## src/rtl/apath_pkg.sv

```systemverilog
// Shared constants and types for the path hash block.
// No dependencies; imported by the front, queue, back and top modules.
`default_nettype none

package apath_pkg;

  localparam int MAX_PATH_BYTES = 256;
  // Byte counter holds 0 .. MAX_PATH_BYTES + 1 (saturated).
  localparam int CNT_W = $clog2(MAX_PATH_BYTES + 2);

  localparam int Q_DEPTH = 4;
  localparam int Q_AW    = $clog2(Q_DEPTH);

  localparam logic [31:0] SUFFIX_A   = 32'h9BE74448;
  localparam logic [31:0] SUFFIX_B   = 32'h66F42C48;
  localparam logic [31:0] INIT_ROT   = 32'hF4FA8928;
  localparam logic [31:0] INIT_LEFT  = 32'h7758B42B;
  localparam logic [31:0] INIT_RIGHT = 32'h37A8470E;
  localparam logic [31:0] MIX_KEY    = 32'h267B0B11;
  localparam logic [31:0] F1_SET     = 32'h02040801;
  localparam logic [31:0] F1_KEEP    = 32'hBFEF7FDF;
  localparam logic [31:0] F2_SET     = 32'h00804021;
  localparam logic [31:0] F2_KEEP    = 32'h7DFEFBFF;

  // Command from front to back: an optional word round, optionally the
  // end of the path (suffix rounds and result).
  typedef struct packed {
    logic        has_word;
    logic        finish;
    logic        err;
    logic [31:0] word;
  } apath_cmd_t;

endpackage

`default_nettype wire

```

## src/rtl/apath_queue.sv

```systemverilog
// Small command queue between front and back of the path hash.
// Depends on apath_pkg.
`default_nettype none

module apath_queue (
  input  wire                         clk,
  input  wire                         rst_n,
  input  wire                         push,
  input  apath_pkg::apath_cmd_t       push_data,
  output logic                        full,
  input  wire                         pop,
  output logic                        empty,
  output apath_pkg::apath_cmd_t       pop_data
);
  import apath_pkg::*;

  apath_cmd_t      mem [Q_DEPTH];
  logic [Q_AW-1:0] wr_ptr_r, rd_ptr_r;
  logic [Q_AW:0]   cnt_r;

  assign full     = (cnt_r == (Q_AW+1)'(Q_DEPTH));
  assign empty    = (cnt_r == '0);
  assign pop_data = mem[rd_ptr_r];

  always_ff @(posedge clk) begin
    if (push && !full) begin
      mem[wr_ptr_r] <= push_data;
    end
  end

  always_ff @(posedge clk) begin
    if (!rst_n) begin
      wr_ptr_r <= '0;
      rd_ptr_r <= '0;
      cnt_r    <= '0;
    end else begin
      if (push && !full) wr_ptr_r <= wr_ptr_r + 1'b1;
      if (pop && !empty) rd_ptr_r <= rd_ptr_r + 1'b1;
      case ({push && !full, pop && !empty})
        2'b10:   cnt_r <= cnt_r + 1'b1;
        2'b01:   cnt_r <= cnt_r - 1'b1;
        default: cnt_r <= cnt_r;
      endcase
    end
  end

endmodule

`default_nettype wire

```

## src/rtl/apath_front.sv

```systemverilog
// Front end: takes path bytes, packs words, tracks count and errors.
// Depends on apath_pkg; feeds apath_queue.
`default_nettype none

module apath_front (
  input  wire                   clk,
  input  wire                   rst_n,
  input  wire                   in_valid,
  output logic                  in_ready,
  input  wire  [7:0]            in_path_byte,
  input  wire                   in_byte_present,
  input  wire                   in_last_byte,
  output logic                  push,
  output apath_pkg::apath_cmd_t push_data,
  input  wire                   q_full
);
  import apath_pkg::*;

  localparam logic [CNT_W-1:0] MAX_CNT = CNT_W'(MAX_PATH_BYTES);
  localparam logic [CNT_W-1:0] SAT_CNT = CNT_W'(MAX_PATH_BYTES + 1);

  logic [31:0]      acc_r, acc_nxt;
  logic [CNT_W-1:0] cnt_r, cnt_nxt;
  logic             bad_r, bad_nxt;
  logic             accept, word_full, err;

  assign in_ready = !q_full;
  assign accept   = in_valid && in_ready;

  always_comb begin
    acc_nxt   = acc_r;
    cnt_nxt   = cnt_r;
    bad_nxt   = bad_r | (in_byte_present & in_path_byte[7]);
    word_full = 1'b0;
    if (in_byte_present) begin
      if (cnt_r < MAX_CNT) begin
        acc_nxt   = acc_r | ({24'b0, in_path_byte} << {cnt_r[1:0], 3'b000});
        cnt_nxt   = cnt_r + 1'b1;
        word_full = (cnt_nxt[1:0] == 2'b00);
      end else begin
        cnt_nxt = SAT_CNT;
      end
    end
    err = bad_nxt | (cnt_nxt > MAX_CNT);

    push_data.word     = acc_nxt;
    push_data.finish   = in_last_byte;
    push_data.err      = in_last_byte & err;
    // A partial word only runs when the path is clean; an error zeroes it all.
    push_data.has_word = word_full |
                         (in_last_byte & !err & (cnt_nxt[1:0] != 2'b00));
    push = accept & (word_full | in_last_byte);
  end

  always_ff @(posedge clk) begin
    if (!rst_n) begin
      acc_r <= '0;
      cnt_r <= '0;
      bad_r <= 1'b0;
    end else if (accept) begin
      if (in_last_byte) begin
        acc_r <= '0;
        cnt_r <= '0;
        bad_r <= 1'b0;
      end else begin
        acc_r <= word_full ? 32'b0 : acc_nxt;
        cnt_r <= cnt_nxt;
        bad_r <= bad_nxt;
      end
    end
  end

endmodule

`default_nettype wire

```

## src/rtl/apath_back.sv

```systemverilog
// Back end: runs mixing rounds on a shared 32x32 multiplier, emits results.
// Depends on apath_pkg; drains apath_queue.
`default_nettype none

module apath_back (
  input  wire                   clk,
  input  wire                   rst_n,
  input  wire                   q_empty,
  input  apath_pkg::apath_cmd_t q_data,
  output logic                  pop,
  output logic                  out_valid,
  input  wire                   out_ready,
  output logic [31:0]           out_hash_value,
  output logic                  out_path_error
);
  import apath_pkg::*;

  localparam logic [2:0] ST_IDLE = 3'd0;
  localparam logic [2:0] ST_MIX  = 3'd1;
  localparam logic [2:0] ST_MUL1 = 3'd2;
  localparam logic [2:0] ST_MUL2 = 3'd3;
  localparam logic [2:0] ST_FOLD = 3'd4;
  localparam logic [2:0] ST_DONE = 3'd5;

  localparam logic [1:0] SFX_WORD = 2'd0;
  localparam logic [1:0] SFX_A    = 2'd1;
  localparam logic [1:0] SFX_B    = 2'd2;

  logic [2:0]  state_r;
  logic [31:0] rot_r, left_r, right_r, f1_r, f2_r, word_r;
  logic [63:0] prod_r;
  logic [1:0]  sfx_r;
  logic        fin_r, err_r;
  logic        out_valid_r, out_err_r;
  logic [31:0] out_hash_r;

  logic [31:0] rot_nxt, mix, w, rl, ll, mul_a, mul_b;
  logic [31:0] fold_r, fold_l, lo1_r, lo1_l, dh;
  logic [32:0] s_r, s_l;
  logic        out_free;

  assign out_valid      = out_valid_r;
  assign out_hash_value = out_hash_r;
  assign out_path_error = out_err_r;
  assign out_free       = !out_valid_r || out_ready;
  assign pop            = (state_r == ST_IDLE) && !q_empty;

  always_comb begin
    rot_nxt = {rot_r[30:0], rot_r[31]};
    mix     = MIX_KEY ^ rot_nxt;
    case (sfx_r)
      SFX_WORD: w = word_r;
      SFX_A:    w = SUFFIX_A;
      default:  w = SUFFIX_B;
    endcase
    rl = right_r ^ w;
    ll = left_r ^ w;

    // One multiplier, operands picked by the step.
    mul_a = (state_r == ST_MUL1) ? f1_r : left_r;
    mul_b = (state_r == ST_MUL1) ? right_r : f2_r;

    // Right lane: end-around fold of the high half.
    lo1_r  = prod_r[31:0] + {31'b0, |prod_r[63:32]};
    s_r    = {1'b0, lo1_r} + {1'b0, prod_r[63:32]};
    fold_r = s_r[31:0] + {31'b0, s_r[32]};

    // Left lane: doubled high half folded back, carries worth two.
    dh     = {prod_r[62:32], 1'b0};
    lo1_l  = prod_r[31:0] + {31'b0, prod_r[63]};
    s_l    = {1'b0, lo1_l} + {1'b0, dh};
    fold_l = s_l[31:0] + (s_l[32] ? 32'd2 : 32'd0);
  end

  always_ff @(posedge clk) begin
    if (state_r == ST_MUL1 || state_r == ST_MUL2) begin
      prod_r <= {32'b0, mul_a} * {32'b0, mul_b};
    end
    if (state_r == ST_MIX) begin
      f1_r <= ((mix + ll) | F1_SET) & F1_KEEP;
      f2_r <= ((mix + rl) | F2_SET) & F2_KEEP;
    end
    if (pop) begin
      word_r <= q_data.word;
    end
    if (state_r == ST_DONE && out_free) begin
      out_hash_r <= err_r ? 32'b0 : (right_r ^ left_r);
      out_err_r  <= err_r;
    end
  end

  always_ff @(posedge clk) begin
    if (!rst_n) begin
      state_r     <= ST_IDLE;
      rot_r       <= INIT_ROT;
      left_r      <= INIT_LEFT;
      right_r     <= INIT_RIGHT;
      sfx_r       <= SFX_WORD;
      fin_r       <= 1'b0;
      err_r       <= 1'b0;
      out_valid_r <= 1'b0;
    end else begin
      out_valid_r <= (out_valid_r && !out_ready) || (state_r == ST_DONE && out_free);
      unique case (state_r)
        ST_IDLE: begin
          if (!q_empty) begin
            fin_r <= q_data.finish;
            err_r <= q_data.err;
            sfx_r <= q_data.has_word ? SFX_WORD : SFX_A;
            state_r <= (q_data.finish && q_data.err) ? ST_DONE : ST_MIX;
          end
        end
        ST_MIX: begin
          rot_r   <= rot_nxt;
          right_r <= rl;
          left_r  <= ll;
          state_r <= ST_MUL1;
        end
        ST_MUL1: begin
          state_r <= ST_MUL2;
        end
        ST_MUL2: begin
          right_r <= fold_r;
          state_r <= ST_FOLD;
        end
        ST_FOLD: begin
          left_r <= fold_l;
          if (!fin_r) begin
            state_r <= ST_IDLE;
          end else if (sfx_r == SFX_B) begin
            state_r <= ST_DONE;
          end else begin
            sfx_r   <= sfx_r + 1'b1;
            state_r <= ST_MIX;
          end
        end
        ST_DONE: begin
          if (out_free) begin
            rot_r   <= INIT_ROT;
            left_r  <= INIT_LEFT;
            right_r <= INIT_RIGHT;
            state_r <= ST_IDLE;
          end
        end
        default: state_r <= ST_IDLE;
      endcase
    end
  end

endmodule

`default_nettype wire

```

## src/rtl/archive_path_hash.sv

```systemverilog
// Path hash top level: front end, command queue and round engine.
// Depends on apath_pkg, apath_front, apath_queue and apath_back.
//
// Usage:
//  - Input channel (in_valid/in_ready): one request per path byte, with
//    in_byte_present set; in_last_byte marks the end of the path. A request
//    with in_byte_present low and in_last_byte high ends an empty path; one
//    with both low is ignored.
//  - Output channel (out_valid/out_ready): one request per path, carrying
//    out_hash_value and out_path_error (hash zero when the error is set:
//    a byte >= 0x80 or more than MAX_PATH_BYTES bytes).
//  - Throughput: the front takes a byte each cycle while the queue has
//    room. Every fourth byte makes a word round, which the back end runs
//    as queue pop, mix, two passes of the shared 32x32 multiplier and
//    fold, so long paths are paced by the back end's word rounds.
//  - After the last request reaches the back end, up to three rounds
//    (last partial word plus two suffix words) run before the result; an
//    error path skips the rounds and goes straight to the result.
//  - Reset (rst_n low, synchronous) empties the queue and restores the
//    lane seeds; the block takes bytes in the next cycle.
//  - A stalled receiver holds the result in the output register; word
//    rounds of the next path go on, and the next result waits for it.
`default_nettype none

module archive_path_hash (
  input  wire         clk,
  input  wire         rst_n,
  input  wire         in_valid,
  output logic        in_ready,
  input  wire  [7:0]  in_path_byte,
  input  wire         in_byte_present,
  input  wire         in_last_byte,
  output logic        out_valid,
  input  wire         out_ready,
  output logic [31:0] out_hash_value,
  output logic        out_path_error
);
  import apath_pkg::*;

  apath_cmd_t push_data, pop_data;
  logic       push, pop, q_full, q_empty;

  // Byte packing, counting and error tracking.
  apath_front u_front (
    .clk             (clk),
    .rst_n           (rst_n),
    .in_valid        (in_valid),
    .in_ready        (in_ready),
    .in_path_byte    (in_path_byte),
    .in_byte_present (in_byte_present),
    .in_last_byte    (in_last_byte),
    .push            (push),
    .push_data       (push_data),
    .q_full          (q_full)
  );

  // Decouples byte intake from the multi-cycle rounds.
  apath_queue u_queue (
    .clk       (clk),
    .rst_n     (rst_n),
    .push      (push),
    .push_data (push_data),
    .full      (q_full),
    .pop       (pop),
    .empty     (q_empty),
    .pop_data  (pop_data)
  );

  // Round engine and result register.
  apath_back u_back (
    .clk            (clk),
    .rst_n          (rst_n),
    .q_empty        (q_empty),
    .q_data         (pop_data),
    .pop            (pop),
    .out_valid      (out_valid),
    .out_ready      (out_ready),
    .out_hash_value (out_hash_value),
    .out_path_error (out_path_error)
  );

endmodule

`default_nettype wire

```

## config.mk

```make
export PLATFORM = sky130hd
export DESIGN_NAME = archive_path_hash
export DESIGN_NICKNAME = d
export VERILOG_FILES = /design/src/rtl/apath_pkg.sv /design/src/rtl/apath_queue.sv /design/src/rtl/apath_front.sv /design/src/rtl/apath_back.sv /design/src/rtl/archive_path_hash.sv
export SDC_FILE = /design/constraint.sdc
export NUM_CORES = 2
export LEC_CHECK = 0
export BUFFER_PORTS_ARGS = -buffer_cell sky130_fd_sc_hd__buf_2
export CAP_MARGIN = 10
export CORE_ASPECT_RATIO = 0.9
export CORE_UTILIZATION = 55
export CTS_BUF_LIST = sky130_fd_sc_hd__clkbuf_4 sky130_fd_sc_hd__clkbuf_8
export CTS_CLUSTER_DIAMETER = 150
export DETAILED_ROUTE_END_ITERATION = 12
export HOLD_SLACK_MARGIN = 0.12
export PLACE_DENSITY = 0.81
export SETUP_SLACK_MARGIN = 0.3
export SYNTH_ARGS = -nofsm -noshare
export SYNTH_HDL_FRONTEND = slang
export SYNTH_SLANG_ARGS = --single-unit
```

## constraint.sdc

```tcl
create_clock -name clk -period 9.2 [get_ports clk]
set_input_delay 0 -clock clk [delete_from_list [all_inputs] [get_ports clk]]
set_output_delay 0 -clock clk [all_outputs]
set_load 0.1 [all_outputs]
```

Yosys cells after proc, flatten, opt, wreduce, memory -nomap -nowiden
Memories as Yosys holds them, arrays and structs flattened. A register that Yosys moved wholly into a read port is not among the register bits. Index checks and enable logic that the tools add are counted.

Add/subtract/negate cells: 14. $mul: 1. Order comparisons: 2. Eq/ne operators: 14. Shift-type cells: 1. Multiplexer cells: 36. Bitwise gates (word level): 15. Reduce and logical (&&, ||, !) cells: 32.

Operator list (count): 32-bit two-way mux (9); 32-bit one-hot mux with 3 select lines (2); 32-bit one-hot mux with 2 select lines (2); 32-bit by 1-bit adder with 32-bit output (3); 32-bit bitwise XOR (3); 32-bit by 32-bit adder with 33-bit output (2); 32-bit adder (2); 32-bit by 32-bit multiplier with 64-bit output (1); 32-bit OR (1); 32-bit OR reduction (1); 8-bit by 5-bit << shifter with 32-bit output (1); 31-bit adder (1); 9-bit two-way mux (3); 3-bit one-hot mux with 6 select lines (1); 3-bit two-way mux (5); 14-bit NOT (1); 2-bit two-way mux (6); 2-bit AND reduction (5); 9-bit by 1-bit adder with 9-bit output, second input constant (1); 3-bit equality test, second input constant (3); 9-bit greater-than comparator, second input constant (1); 9-bit < comparator, second input constant (1); 2-bit nonzero test (4); 1-bit logical AND (7); other kinds (21) (49).

Flip-flop bits (word level): 330. RAM bits: 140. Input port bits: 14. Output and inout port bits: 35. Logic and storage cells: 136. Memories kept: 1.

Memories: u_queue.mem (words 4, width 35, read ports 1, clocked after Yosys merged registers in 1, write ports 1, line apath_queue.sv:17) `apath_cmd_t mem [Q_DEPTH];`.

Logic depth before layout (Yosys ltp)
Depth in word-level cells: 9. Mapped depth: 37. Mapped depth without buffers: 31.

Cells and area by module
Synthesis repeated with hierarchy kept, for this count alone.

Cells, all modules: 6557. Area total of the unflattened synthesis: 60469.2 um2.

By module, submodules not included: apath_back (times used 1, cells each 6056, area an instance 52823.2 um2, seq. area each 7397.1 um2); apath_queue (times used 1, cells each 237, area an instance 5577.8 um2, seq. area each 4384.2 um2); apath_front (times used 1, cells each 264, area an instance 2068.2 um2, seq. area each 840.8 um2).

Least setup slack after synthesis
OpenSTA, ideal clock, no wires.

Path type: reg-to-reg. From: register u_back.state_r[0]. To: register u_back.prod_r[57] (data pin). Setup time: 258 ps. Data arrival time: 9595 ps. Required time: 8942 ps. Path slack: -653 ps. Stages on the path, launching flop included: 37. Buffers on the path: 5. Period minus slack after synthesis: 9853 ps. Cells stage by stage: dfxtp_1 > clkbuf_1 > nor2_1 > and2_1 > clkbuf_1 > clkbuf_1 > buf_1 > nand2_1 > nand2_1 > clkbuf_1 > nand2_1 > fa_1 > inv_1 > fa_1 > inv_1 > fa_1 > inv_1 > fa_1 > fa_1 > inv_1 > fa_1 > fa_1 > fa_1 > inv_1 > ha_1 > inv_2 > or4_1 > a21bo_2 > a31o_1 > o21ai_2 > a311oi_2 > o31a_1 > or3b_1 > a31oi_1 > o21a_1 > nor2_1 > xnor2_1.

Longest elaborated chain between the ends: 3. Elaborated cells on any way between the ends: 4. Those cells by class: mul (1); eq/ne (1); mux (2).

Ends and longest elaborated chain: start, declared (line apath_back.sv:29) `logic [2:0] state_r;`; start signal, assigned (line apath_back.sv:110) `state_r <= (q_data.finish && q_data.err) ? ST_DONE : ST_MIX;`; 3-bit by 2-bit equality test with 1-bit output * (line apath_back.sv:60, apath_back.sv:61); 32-bit two-way mux, on equally long branches (line apath_back.sv:60, apath_back.sv:61); 32-bit by 32-bit multiplier with 64-bit output * (line apath_back.sv:77) `prod_r <= {32'b0, mul_a} * {32'b0, mul_b};`; end signal, assigned (line apath_back.sv:77); end, declared (line apath_back.sv:31) `logic [63:0] prod_r;`.

Every way passes the cells marked *; elsewhere a longest branch is shown, timed or not. A chain may end at the register's enable or synchronous reset.

Worst setup path after layout
From: register u_back.state_r[2]. To: register u_back.prod_r[57] (data pin).

Same word-level chain as after synthesis.

==> qor.tcl <==
set qor(status) {finished clean}
set qor(finalWorstSetupSlack_ns) 0.131
set qor(path_clk_slew_ns) 0.07
set qor(global_placer_s_final_weighted_congestion) 1.07
set qor(rsz0062_at_grt) {true}
set qor(area_delta_synth_final_pct) 14.7
set qor(critical_path.max_fanout) 6
set qor(crit_slowest_cell) {sky130_fd_sc_hd__fa_1}
set qor(drc) 0
set qor(maxClockFrequency_ghz) 0.110
set qor(cp_top_family) {adder cells}
set qor(worst_skew_pair.late_latency_ns) 0.78
set qor(first_pass_grt_wire_length_um) 344000
set qor(ctsLongestPathBuffers) 3
set qor(hold_viol) 0
set qor(final_util_pct) 63.7
set qor(synth_edf_count) 317
set qor(via_per_inst) 6.13
set qor(layout_cells_sized_above_1_pct) 14.0
set qor(final_design_area_no_fill_um2) 68400
set qor(die_w_um) 349
set qor(drt_iter0_drc) 6286
set qor(fin_skew_ns) 0.0520
set qor(cts_inserted_buffers) 80
set qor(yosysSeqAreaShare_pct) 21.2
set qor(crit_path_start_kind) {flop}
set qor(final_net_count) 8112
set qor(min-delay-path-class) {input port to flop}
set qor(slew_headroom_pct) 11.1
set qor(dpl_cell_area_um2) 64500
set qor(num_io_pins) 49
set qor(top_flip_flop_cell_by_instance_count_after_synthesis) {sky130_fd_sc_hd__edfxtp_1}
set qor(grt_start_max_net_pins) 70
set qor(min_period_over_period_pct) 98.6
set qor(synth_area_um2) 59600
set qor(dp.final_hpwl_um) 192000
set qor(gr-usage-all-layers_pct) 43.9
set qor(cts_h_tree_depth) 3
set qor(share_of_async_settable_or_async_resettable_flops_after_synthesis_pct) 0
set qor(slew_viol_final) 0
set qor(antenna_violations_before_repair) 26
set qor(yosys_warnings) 0
set qor(antenna_left) 0
set qor(number_of_detailed_route_iterations_in_the_first_pass) 8
set qor(pre_cts_ws_ns) -0.291
set qor(die_area_um2) 110000
set qor(gate_count_post_synth) 6420
set qor(finalCriticalPeriod_ns) 9.07
set qor(finalWirelength_um) 239000
set qor(cts_num_sinks) 472
set qor(timing_worst_setup_path_type) {flop to flop}
set qor(grt_remaining_overflow) 0
set qor(cts_tree) {done}
set qor(start_util_pct) 55.5
set qor(post_synth.cell_area_avg_um2) 9.29
set qor(core_um2) 107000
set qor(via_count) 51000
set qor(critical_path.n_buffers_inverters) 8
set qor(grt_pass1_vias) 50700
set qor(timing.max_cap.violations) 0
set qor(crit_path_end_kind) {flop}
set qor(finalSetupViolCount) 0
set qor(routed_wire_length_per_instance_um) 28.7
set qor(synth.distinct_cells) 101
set qor(clockRootBuffer) {sky130_fd_sc_hd__clkbuf_8}
set qor(fin_worst_hold_slack_ns) 0.167
set qor(slowest_delay_ns) 0.54
set qor(cp.required_ns) 9.69
set qor(die_height_um) 314
set qor(max_slew.worst_pin.slew_ns) 1.33
set qor(std_cell_rows) 114
set qor(synth.ff_latch_count) 472
set qor(critical_path.most_common_cell) {sky130_fd_sc_hd__fa_1}
set qor(numPortBuffers) 48
set qor(worst_endpoint_data_arrival_time_ns) 9.56
-- layout by cell type, fill, tap and decap left out, types with 24 or more instances in the layout --
cell / count
sky130_fd_sc_hd__nor2b_1: 28
sky130_fd_sc_hd__ha_1: 395
sky130_fd_sc_hd__xor2_1: 85
sky130_fd_sc_hd__fa_1: 877
sky130_fd_sc_hd__and2_1: 71
sky130_fd_sc_hd__a21o_1: 128
sky130_fd_sc_hd__and3_1: 101
sky130_fd_sc_hd__o21a_1: 30
sky130_fd_sc_hd__nand3_1: 82
sky130_fd_sc_hd__a21oi_1: 244
sky130_fd_sc_hd__xnor2_1: 285
sky130_fd_sc_hd__inv_1: 977
sky130_fd_sc_hd__a22oi_1: 28
sky130_fd_sc_hd__buf_2: 48
sky130_fd_sc_hd__buf_12: 55
sky130_fd_sc_hd__nand2b_1: 38
sky130_fd_sc_hd__dfxtp_1: 150
sky130_fd_sc_hd__edfxtp_1: 317
sky130_fd_sc_hd__mux4_2: 35
sky130_fd_sc_hd__nor2_1: 716
sky130_fd_sc_hd__mux2i_1: 28
sky130_fd_sc_hd__o21ai_0: 122
sky130_fd_sc_hd__nand2_1: 772
sky130_fd_sc_hd__o21bai_1: 25
sky130_fd_sc_hd__nand4_1: 44
sky130_fd_sc_hd__buf_6: 35
sky130_fd_sc_hd__buf_4: 406
sky130_fd_sc_hd__fa_2: 24
sky130_fd_sc_hd__clkbuf_8: 88
sky130_fd_sc_hd__nor3_1: 70
-- cells by family after synthesis --
family	share of synthesized area, %
compound gates	9.20
buf+inv	8.17
fa+ha+maj	38.7
mux	2.30
flops	21.2
simple gates	14.9
other cells	0.0126
xor+xnor	5.49
-- cells in the mapped netlist (all sizes together), types with 35 or more instances --
library cell  number  area, µm²
mux2i             57        571
and2              73        457
clkbuf           279       1060
edfxtp           317       9520
nor3              73        365
o21ai            141        717
a21o             129        968
nor2             732       2750
and3             103        644
xor2              86        761
xnor2            286       2510
nand2            803       3010
mux4              35        788
nand3             84        420
nand4             44        275
dfxtp            155       3100
a21oi            258       1300
ha               403       5040
inv              991       3720
nand2b            40        250
fa               901      18000
-- final cells by class --
type	instances	area, µm²
antenna	16	40.0
clock buffer	100	1290
clock inverter	48	460
fill	8973	39000
inverter	995	3740
multi-input combinational	4671	43100
sequential	472	12600
tap	1450	1810
timing repair buffer	574	5300
-- per-layer routing --
layer / global-route usage [%] / vias up / wire length [µm]
met5: 0 / - / 134
met4: 22.6 / 20 / 16000
met3: 13.9 / 794 / 32900
met2: 64.2 / 3540 / 100000
met1: 58.7 / 25300 / 90200
li1: - / 21400 / -
-- state kept, by name, indices dropped and copies added, names as in the netlist, 9 cells and up, named ones only --
register               flops
u_queue.mem              140
u_back.prod_r             64
u_back.left_r             32
u_back.out_hash_value     32
u_back.right_r            32
u_back.rot_r              32
u_back.word_r             32
u_front.acc_r             32
u_back.f1_r               24
u_back.f2_r               24
u_front.cnt_r              9
-- what timing repair did --
item | in CTS | in global routing
resized for setup | 59 | 184
buffers inserted | 16 | 59
pin swaps | 12 | 63
hold endpoints to repair | 249 | 0
endpoints found under the setup margin | 23 | 25
hold buffers | 14 | 0
gates cloned | 5 | 6
-- tightest hold or removal path, delay by kind of cell --
family / cells / cell delay [ns]
buffers and inverters: 2 / 0.73
AOI/OAI and AO/OA: 1 / 0.09
and+or+nand+nor: 1 / 0.07
-- metrics by stage --
step / instances / setup TNS, ns
global placement: 8062 / -1.44
detailed placement: 8062 / -1.56
floorplan: 6434 / 0
CTS: 8245 / 0
finish: 8326 / 0
global route: 8314 / 0
-- path summary, 6_finish.rpt --
kind	from	end	slack, ns	depth (start not counted)
worst min-delay path	in_path_byte[4]	u_front.acc_r[12]	0.17	4
worst max register to register	u_back.state_r[2]	u_back.prod_r[57]	0.13	32
worst min register to register	u_front.acc_r[6]	u_front.acc_r[6]	0.48	2
worst max-delay path	u_back.state_r[2]	u_back.prod_r[57]	0.13	32
Power is left out: the tool's default activity adds up to more than one toggle a clock period on the data nets, which glitch-free logic cannot reach.
